--- src/rtl/core/sspq_pkg.sv ---
// shared types and codes of the sorted priority queue
`default_nettype none

package sspq_pkg;

  localparam int ID_W     = 16;
  localparam int PRIO_W   = 8;
  localparam int STATUS_W = 2;
  localparam int OCC_W    = 5;

  localparam logic OP_ENQ = 1'b0;
  localparam logic OP_DEQ = 1'b1;

  localparam logic [STATUS_W-1:0] ST_OK    = 2'd0;
  localparam logic [STATUS_W-1:0] ST_EMPTY = 2'd1;
  localparam logic [STATUS_W-1:0] ST_FULL  = 2'd2;

  typedef enum logic {
    S_IDLE,
    S_EXEC
  } state_t;

  // controller to datapath commands
  typedef struct packed {
    logic capture;
    logic execute;
  } cmd_t;

endpackage

`default_nettype wire

--- src/rtl/core/sspq_if.sv ---
// request and response channel interfaces
`default_nettype none

interface sspq_req_if;
  logic                       valid;
  logic                       ready;
  logic                       op;
  logic [sspq_pkg::ID_W-1:0]   entry_id;
  logic [sspq_pkg::PRIO_W-1:0] entry_priority;

  modport source (output valid, op, entry_id, entry_priority, input ready);
  modport sink   (input valid, op, entry_id, entry_priority, output ready);
endinterface

interface sspq_rsp_if;
  logic                         valid;
  logic                         ready;
  logic [sspq_pkg::ID_W-1:0]     out_id;
  logic [sspq_pkg::PRIO_W-1:0]   out_priority;
  logic [sspq_pkg::STATUS_W-1:0] status;
  logic [sspq_pkg::OCC_W-1:0]    occupancy;

  modport source (output valid, out_id, out_priority, status, occupancy, input ready);
  modport sink   (input valid, out_id, out_priority, status, occupancy, output ready);
endinterface

`default_nettype wire

--- src/rtl/core/sspq_ctrl.sv ---
// controller state machine of the sorted priority queue
`default_nettype none

module sspq_ctrl (
  input  wire              clk,
  input  wire              rst,
  input  wire              req_valid,
  output logic             req_ready,
  output logic             rsp_valid,
  input  wire              rsp_ready,
  output sspq_pkg::cmd_t   cmd
);
  import sspq_pkg::*;

  state_t state;
  state_t state_next;
  logic   out_valid;
  logic   out_valid_next;

  // next state
  always_comb begin
    state_next = state;
    unique case (state)
      S_IDLE: begin
        if (req_valid) state_next = S_EXEC;
      end
      S_EXEC: begin
        if (!out_valid || rsp_ready) state_next = S_IDLE;
      end
      default: state_next = S_IDLE;
    endcase
  end

  // outputs
  always_comb begin
    req_ready   = 1'b0;
    cmd.capture = 1'b0;
    cmd.execute = 1'b0;
    unique case (state)
      S_IDLE: begin
        req_ready   = 1'b1;
        cmd.capture = req_valid;
      end
      S_EXEC: begin
        cmd.execute = !out_valid || rsp_ready;
      end
      default: ;
    endcase
  end

  always_comb begin
    if (cmd.execute) begin
      out_valid_next = 1'b1;
    end else if (rsp_ready) begin
      out_valid_next = 1'b0;
    end else begin
      out_valid_next = out_valid;
    end
  end

  always_ff @(posedge clk) begin
    if (rst) begin
      state     <= S_IDLE;
      out_valid <= 1'b0;
    end else begin
      state     <= state_next;
      out_valid <= out_valid_next;
    end
  end

  assign rsp_valid = out_valid;

endmodule

`default_nettype wire

--- src/rtl/core/sspq_dpath.sv ---
// datapath of the sorted priority queue: slot cells, count and result register
`default_nettype none

module sspq_dpath #(
  parameter int DEPTH     = 16,
  parameter int PRIO_BITS = 8,
  parameter int ID_BITS   = 16
) (
  input  wire                                clk,
  input  wire                                rst,
  input  sspq_pkg::cmd_t                     cmd,
  input  wire                                req_op,
  input  wire [sspq_pkg::ID_W-1:0]           req_id,
  input  wire [sspq_pkg::PRIO_W-1:0]         req_prio,
  output logic [sspq_pkg::ID_W-1:0]          rsp_id,
  output logic [sspq_pkg::PRIO_W-1:0]        rsp_prio,
  output logic [sspq_pkg::STATUS_W-1:0]      rsp_status,
  output logic [sspq_pkg::OCC_W-1:0]         rsp_occ
);
  import sspq_pkg::*;

  localparam int CNT_W = $clog2(DEPTH + 1);

  logic                 item_op;
  logic [ID_BITS-1:0]   item_id;
  logic [PRIO_BITS-1:0] item_prio;

  logic [ID_BITS-1:0]   slot_id   [DEPTH];
  logic [PRIO_BITS-1:0] slot_prio [DEPTH];
  logic [CNT_W-1:0]     count;
  logic [CNT_W-1:0]     count_next;

  logic [DEPTH-1:0]     keep;
  logic                 empty;
  logic                 full;

  assign empty = (count == '0);
  assign full  = (count == CNT_W'(DEPTH));

  // cells holding an entry of priority at least the new one stay in place
  always_comb begin
    for (int i = 0; i < DEPTH; i++) begin
      keep[i] = (CNT_W'(i) < count) && (slot_prio[i] >= item_prio);
    end
  end

  always_comb begin
    count_next = count;
    if (item_op == OP_DEQ) begin
      if (!empty) count_next = count - CNT_W'(1);
    end else if (!full) begin
      count_next = count + CNT_W'(1);
    end
  end

  always_ff @(posedge clk) begin
    if (cmd.capture) begin
      item_op   <= req_op;
      item_id   <= ID_BITS'(req_id);
      item_prio <= PRIO_BITS'(req_prio);
    end
  end

  // compare-and-shift cells
  always_ff @(posedge clk) begin
    if (cmd.execute) begin
      if (item_op == OP_DEQ) begin
        if (!empty) begin
          for (int i = 0; i < DEPTH - 1; i++) begin
            slot_id[i]   <= slot_id[i+1];
            slot_prio[i] <= slot_prio[i+1];
          end
        end
      end else if (!full) begin
        if (!keep[0]) begin
          slot_id[0]   <= item_id;
          slot_prio[0] <= item_prio;
        end
        for (int i = 1; i < DEPTH; i++) begin
          if (!keep[i]) begin
            if (keep[i-1]) begin
              slot_id[i]   <= item_id;
              slot_prio[i] <= item_prio;
            end else begin
              slot_id[i]   <= slot_id[i-1];
              slot_prio[i] <= slot_prio[i-1];
            end
          end
        end
      end
    end
  end

  always_ff @(posedge clk) begin
    if (rst) begin
      count <= '0;
    end else if (cmd.execute) begin
      count <= count_next;
    end
  end

  // result register
  always_ff @(posedge clk) begin
    if (cmd.execute) begin
      rsp_occ <= OCC_W'(count_next);
      if (item_op == OP_DEQ && !empty) begin
        rsp_id   <= ID_W'(slot_id[0]);
        rsp_prio <= PRIO_W'(slot_prio[0]);
      end else begin
        rsp_id   <= '0;
        rsp_prio <= '0;
      end
      if (item_op == OP_DEQ && empty) begin
        rsp_status <= ST_EMPTY;
      end else if (item_op == OP_ENQ && full) begin
        rsp_status <= ST_FULL;
      end else begin
        rsp_status <= ST_OK;
      end
    end
  end

endmodule

`default_nettype wire

--- src/rtl/core/stable_sorted_priority_queue_core.sv ---
// top level of the stable sorted priority queue
// usage:
//   req channel carries one operation per transaction: op selects enqueue or
//   dequeue, entry_id and entry_priority give the entry to enqueue
//   rsp channel returns exactly one transaction per request: the dequeued
//   entry (zero otherwise), a status code and the occupancy after the request
//   entries leave in descending priority, equal priorities in arrival order
//   a dequeue on an empty queue reports empty status, an enqueue on a full
//   queue is dropped and reports full status
// timing:
//   a request is registered at acceptance, applied to the slot cells once
//   the response register is free, and its response is valid the cycle after
//   each request is captured and then executed by the controller before the
//   next is taken; all DEPTH cells compare and shift together in execute
//   the next request is taken while a response waits; execution then holds
//   until the response register is free, so a stalled receiver backs up req
// reset:
//   synchronous rst empties the queue and drops any pending response
//   slot contents are not cleared, only the entry count
`default_nettype none

module stable_sorted_priority_queue_core #(
  parameter int DEPTH     = 16,
  parameter int PRIO_BITS = 8,
  parameter int ID_BITS   = 16
) (
  input  wire        clk,
  input  wire        rst,
  sspq_req_if.sink   req,
  sspq_rsp_if.source rsp
);
  import sspq_pkg::*;

  cmd_t cmd;

  // controller: handshakes and sequencing
  sspq_ctrl u_ctrl (
    .clk       (clk),
    .rst       (rst),
    .req_valid (req.valid),
    .req_ready (req.ready),
    .rsp_valid (rsp.valid),
    .rsp_ready (rsp.ready),
    .cmd       (cmd)
  );

  // datapath: item register, sorted slot cells, count and response register
  sspq_dpath #(
    .DEPTH     (DEPTH),
    .PRIO_BITS (PRIO_BITS),
    .ID_BITS   (ID_BITS)
  ) u_dpath (
    .clk        (clk),
    .rst        (rst),
    .cmd        (cmd),
    .req_op     (req.op),
    .req_id     (req.entry_id),
    .req_prio   (req.entry_priority),
    .rsp_id     (rsp.out_id),
    .rsp_prio   (rsp.out_priority),
    .rsp_status (rsp.status),
    .rsp_occ    (rsp.occupancy)
  );

endmodule

`default_nettype wire

--- src/flat_wrapper.sv ---
// flat-port wrapper written by rule: the top's interface ports become plain ports
module stable_sorted_priority_queue_core_flat import sspq_pkg::*;
#(
  parameter int DEPTH     = 16,
  parameter int PRIO_BITS = 8,
  parameter int ID_BITS   = 16
)
  (clk, rst, req_valid, req_op, req_entry_id, req_entry_priority, req_ready, rsp_valid, rsp_out_id, rsp_out_priority, rsp_status, rsp_occupancy, rsp_ready);
  sspq_req_if req_i ();
  sspq_rsp_if rsp_i ();
  input  wire clk;
  input  wire rst;
  input wire logic [$bits(req_i.valid)-1:0] req_valid;
  input wire logic [$bits(req_i.op)-1:0] req_op;
  input wire logic [$bits(req_i.entry_id)-1:0] req_entry_id;
  input wire logic [$bits(req_i.entry_priority)-1:0] req_entry_priority;
  output wire logic [$bits(req_i.ready)-1:0] req_ready;
  output wire logic [$bits(rsp_i.valid)-1:0] rsp_valid;
  output wire logic [$bits(rsp_i.out_id)-1:0] rsp_out_id;
  output wire logic [$bits(rsp_i.out_priority)-1:0] rsp_out_priority;
  output wire logic [$bits(rsp_i.status)-1:0] rsp_status;
  output wire logic [$bits(rsp_i.occupancy)-1:0] rsp_occupancy;
  input wire logic [$bits(rsp_i.ready)-1:0] rsp_ready;
  assign req_i.valid = req_valid;
  assign req_i.op = req_op;
  assign req_i.entry_id = req_entry_id;
  assign req_i.entry_priority = req_entry_priority;
  assign req_ready = req_i.ready;
  assign rsp_valid = rsp_i.valid;
  assign rsp_out_id = rsp_i.out_id;
  assign rsp_out_priority = rsp_i.out_priority;
  assign rsp_status = rsp_i.status;
  assign rsp_occupancy = rsp_i.occupancy;
  assign rsp_i.ready = rsp_ready;
  stable_sorted_priority_queue_core #(.DEPTH(DEPTH), .PRIO_BITS(PRIO_BITS), .ID_BITS(ID_BITS)) u_core (.clk(clk), .rst(rst), .req(req_i), .rsp(rsp_i));
endmodule
--- config.mk ---
export PLATFORM = sky130hd
export DESIGN_NAME = stable_sorted_priority_queue_core_flat
export DESIGN_NICKNAME = d
export VERILOG_FILES = /design/src/rtl/core/sspq_pkg.sv /design/src/rtl/core/sspq_if.sv /design/src/rtl/core/sspq_ctrl.sv /design/src/rtl/core/sspq_dpath.sv /design/src/rtl/core/stable_sorted_priority_queue_core.sv /design/src/flat_wrapper.sv
export SDC_FILE = /design/constraint.sdc
export NUM_CORES = 1
export LEC_CHECK = 0
export BUFFER_PORTS_ARGS = -buffer_cell sky130_fd_sc_hd__buf_4
export CORE_AREA = 2 2 227 229
export CTS_CLUSTER_DIAMETER = 120
export DETAILED_ROUTE_END_ITERATION = 16
export DIE_AREA = 0 0 229 231
export PLACE_DENSITY = 0.64
export SLEW_MARGIN = 25
export SYNTH_ARGS = -nofsm -noshare
export SYNTH_HDL_FRONTEND = slang
export SYNTH_SLANG_ARGS = --single-unit
--- constraint.sdc ---
create_clock -name clk -period 9.1 [get_ports clk]
set_clock_uncertainty 0.15 [all_clocks]
set_input_delay 0.91 -clock clk [delete_from_list [all_inputs] [get_ports clk]]
set_output_delay 0.91 -clock clk [all_outputs]
set_load 0.02 [all_outputs]
==> run summary <==
The post-DP HPWL came out at about 44,000 um. The longest clock path from root to sink contains 3 buffers. The number of violations reported at the end of detailed-routing iteration 0 came out at between 1.5k and 2k. The critical path starts at u_core.u_dpath.count[1]. The worst setup path is launched from a register. The growth of design area from synthesis to finish is 10.7%. Entering global routing, the biggest net connects between 80 and 90 pins. The max-slew headroom at the worst pin is between 30% and 40%.

The total number of yosys warnings came out at 0. At the pin with the least slew margin, the transition time is about 0.96 ns. The final critical path takes up just over 50% of the cycle. The highest clock rate came out at between 200 and 250 MHz. The die covers about 0.053 mm2. The startpoint identified for the worst register-to-register timing path is u_core.u_dpath.count[1]. The worst hold path begins at req_entry_id[13]. Across every metal layer, demand over resource in global routing totals 24.6%.

After detailed routing, the number of vias per cell comes to between 6 and 7. For this run the aggregate overflow at the end of global routing stands at 0. For this design the static power due to leakage is about 11 nW. The total negative slack for setup checks is 0 ns.

The row count is a little over 80. The share of flip-flops with an asynchronous set or reset is 0%. The highest metal layer carrying signal wires in the routed design is met4. The biggest fanout along the worst timing path is 39. After detailed routing, the number of remaining DRC violations is 0.

The sum of met2 wire segment lengths after detailed routing came out at roughly 31,000 um. The area of the mapped netlist came out at around 0.025 mm2. Dividing the detail-routed wire length by the instance count gives 22.2 um.

The via count of the first global-routing pass came out at about 18k. The tightest hold path in the finished design has a slack of about 0.33 ns. Walking the worst path, the cells encountered are inv_1 > ha_1 > nor3b_4 > a2111oi_4 > buf_4 > o211ai_1 > a21oi_2 > buf_4 > nand2_2 > mux2_1. The number of gates resized after CTS was 0. The core region is between 0.05 and 0.06 mm2. The top-level I/O count is 62. The antenna diode instance count is 0.

Counting stages on the worst path, the most repeated cell is sky130_fd_sc_hd__buf_4. Cells fill around 55% of the core in the end. The clock tree from TritonCTS is yes. The number of cells traversed by the worst register-to-register path is 10. The count of buffers added on input and output ports is approximately 60. Among all stages on the critical path, the largest delay is contributed by sky130_fd_sc_hd__nand2_2.

The final estimated routing congestion in global placement came out at just under 0.9. The routed metal-1 wirelength came out at between 20,000 and 30,000 um. The most frequent standard cell in the layout excluding fill and tap cells is sky130_fd_sc_hd__edfxtp_1. The clock net sink count came out at roughly 450.

TritonCTS created 50 clock buffers. The flow ran to the end, and the final reports show no timing, DRC or antenna violations. The post-route antenna net violation count came out at 0. In this run the post-CTS setup repair buffer count came out at 0. The kind of critical path is register to register.

The count of flip-flops with a built-in enable after synthesis is 440. In this run the critical register-to-register path is captured at u_core.u_dpath.slot_id[0][251]. The cell count after placement is roughly 2.9k.

The most used flip-flop cell after synthesis is sky130_fd_sc_hd__edfxtp_1. The maximum ir drop on the vdd rail came out at around 0.14 mV. In this run the vertical extent of the chip is about 230 um. CTS placed an instance of sky130_fd_sc_hd__clkbuf_16 at the clock tree root. The initial cell density of the core came out at slightly below 50%.

The path with the worst hold slack has its endpoint at u_core.u_dpath.item_id[13]. The count of hold-fix buffers inserted at cts came out at 0. The distinct cell type count of the synthesized netlist came out at between 60 and 70.

Of the synthesized area, sequential elements account for 53.5%. The length of the first detailed-routing pass in iterations came out at 6. The final count of pins violating max slew came out at 0.

Setup repair after global routing left no endpoint under its margin. The met3 wirelength from detailed routing came out at 3750 um. The synthesized area per cell came out at 11.1 um2. The worst hold path belongs to the class input pin to register.

Data on the critical path arrives at its endpoint at just under 5 ns. At the end of the flow, the number of nets in the layout was 2,396. The cell area after layout came out at between 0.02 and 0.03 mm2. The global-route wire length before repair came out at roughly 100,000 um. The area after detailed placement came out at 0.0259 mm2. The critical path capture point type is a register. The via total after detailed routing came out at about 18k. The power per cell area is a little over 200 mW/mm2. Counting both buffers and inverters, the worst setup path holds a total of 3.

In the layout the commonest cells are sky130_fd_sc_hd__edfxtp_1 (440), sky130_fd_sc_hd__nand2_1 (341), sky130_fd_sc_hd__mux2i_1 (257). The cell family contributing the most delay on the critical path is buffers and inverters. The layout cell share with drive strength beyond 1 is roughly 11%. From left edge to right edge, the die measures about 230 um. The number of storage elements in the synthesis netlist came out at between 400 and 500. The number of nets in the synthesized netlist came out at around 2.4k. The post-CTS clock slew at the launch and capture registers of the worst setup and hold paths came out at roughly 0.060 ns.

The gate count after technology mapping is approximately 2.2k. The initial antenna violation count came out at 0. The number of non-filler instances in the completed layout is roughly 3.0k. The sum of routed wire length over all layers is around 65,000 um. Along the worst hold path, the cell count comes to 1. The count of final hold-check violations came out at 0.

The required time of the critical path came out at roughly 9.3 ns. Setup violations remaining at the end of the flow were counted as 0. The max-cap check violation count came out at 0.

In this design, the stage delay of the slowest critical-path cell is 0.66 ns. The H-tree was split into 2 levels. The setup slack on the worst flop-to-flop path is ~4.4 ns. Clock latency on the worst-skew pair, taken at its later pin, is approximately 0.61 ns.

The final period demand of the worst path is approximately 4.7 ns.
[worst register-to-register path: cells and delay by family, from the launching register on]
| kind | cells | cell delay [ns] |
|---|---|---|
| adders and majority gates | 1 | 0.31 |
| buffers and inverters | 3 | 1.15 |
| and+or+nand+nor | 2 | 0.89 |
| DFF | 1 | 0.62 |
| AOI/OAI and AO/OA | 3 | 0.74 |
| muxes | 1 | 0.57 |
[final cells by class]
cell class	count	area, um2
clock inverter	31	359
clock buffer	59	1280
sequential	447	13400
timing repair buffer	106	856
tap	680	851
inverter	32	120
fill	4415	23100
multi-input combinational	1598	10800
[worst max-delay path by stage]
stage / slack [ns] / cells past startpoint / end
2_1_floorplan: 4.68 / 9 / u_core.u_dpath.slot_id[0][192]
6_report: 4.45 / 10 / u_core.u_dpath.slot_id[0][251]
3_5_place_dp: 4.34 / 9 / u_core.u_dpath.slot_prio[0][59]
4_1_cts: 4.30 / 9 / u_core.u_dpath.slot_prio[0][59]
3_3_place_gp: 4.38 / 7 / u_core.u_dpath.slot_id[0][202]
5_1_grt: 4.27 / 9 / u_core.u_dpath.slot_id[0][251]
[cell usage after synthesis (3+ instances only)]
cell type / count / share of area, %
sky130_fd_sc_hd__or2_1: 3 / 0.075
sky130_fd_sc_hd__mux2i_1: 257 / 10
sky130_fd_sc_hd__a211oi_1: 11 / 0.33
sky130_fd_sc_hd__buf_2: 43 / 0.86
sky130_fd_sc_hd__ha_1: 132 / 6.6
sky130_fd_sc_hd__o21ai_1: 25 / 0.50
sky130_fd_sc_hd__dfxtp_1: 7 / 0.56
sky130_fd_sc_hd__buf_6: 11 / 0.50
sky130_fd_sc_hd__nor2_1: 90 / 1.4
sky130_fd_sc_hd__a21o_1: 4 / 0.12
sky130_fd_sc_hd__nand2_1: 345 / 5.2
sky130_fd_sc_hd__nand4_1: 4 / 0.10
sky130_fd_sc_hd__mux2_2: 9 / 0.41
sky130_fd_sc_hd__a21oi_1: 153 / 3.1
sky130_fd_sc_hd__o211ai_1: 51 / 1.5
sky130_fd_sc_hd__mux2_1: 21 / 0.95
sky130_fd_sc_hd__a31oi_1: 75 / 1.9
sky130_fd_sc_hd__nand3_1: 7 / 0.14
sky130_fd_sc_hd__inv_1: 31 / 0.47
sky130_fd_sc_hd__edfxtp_1: 440 / 53
sky130_fd_sc_hd__buf_1: 3 / 0.045
sky130_fd_sc_hd__and2_1: 29 / 0.73
sky130_fd_sc_hd__clkbuf_1: 103 / 1.5
sky130_fd_sc_hd__mux2_4: 18 / 1.1
sky130_fd_sc_hd__and3_1: 4 / 0.10
sky130_fd_sc_hd__nand2b_1: 8 / 0.20
sky130_fd_sc_hd__nor2b_1: 13 / 0.33
sky130_fd_sc_hd__nor3_1: 39 / 0.78
sky130_fd_sc_hd__buf_4: 6 / 0.18
sky130_fd_sc_hd__o21a_1: 8 / 0.24
sky130_fd_sc_hd__or3_1: 3 / 0.075
sky130_fd_sc_hd__o21ai_0: 250 / 5.0
[where the power goes]
group | internal (mW) | switching [mW]
Combinational | 0.333 | 0.542
Sequential | 2.51 | 0.142
Clock | 1.21 | 0.866
Total | 4.05 | 1.55
[sequential cells by signal, indices dropped and copies added (netlist names)]
register and flops:
u_core.u_dpath.slot_prio 128, u_core.u_dpath.slot_id 256, u_core.u_dpath.item_prio 8, u_core.u_dpath.count 5
u_core.u_ctrl.state 1, u_core.u_ctrl.rsp_valid 1, u_core.u_dpath.rsp_prio 8, u_core.u_dpath.item_op 1
u_core.u_dpath.rsp_id 16, u_core.u_dpath.item_id 16, u_core.u_dpath.rsp_occ 5, u_core.u_dpath.rsp_status 2
[metal layers]
layer  up-vias  GRT usage (%)
li1       8342              -
met3       116           3.20
met4         0           7.75
met2       605           41.1
met5         -              0
met1      8904           33.3
[kinds of logic after synthesis]
family          synth area share [%]
flops                           53.5
compound gates                  13.9
buf+inv                         3.66
simple gates                    9.50
fa+ha+maj                       6.62
xor+xnor                       0.105
mux                             12.7
[per-stage QoR]
step / worst slack [ns] / power [mW]
after floorplan: 4.68 / 3.26
after global placement: 4.38 / 3.53
after detailed placement: 4.34 / 3.56
after CTS: 4.30 / 5.63
after global routing: 4.27 / 5.83
final: 4.45 / 5.60
(Power assumes the default switching activity.)
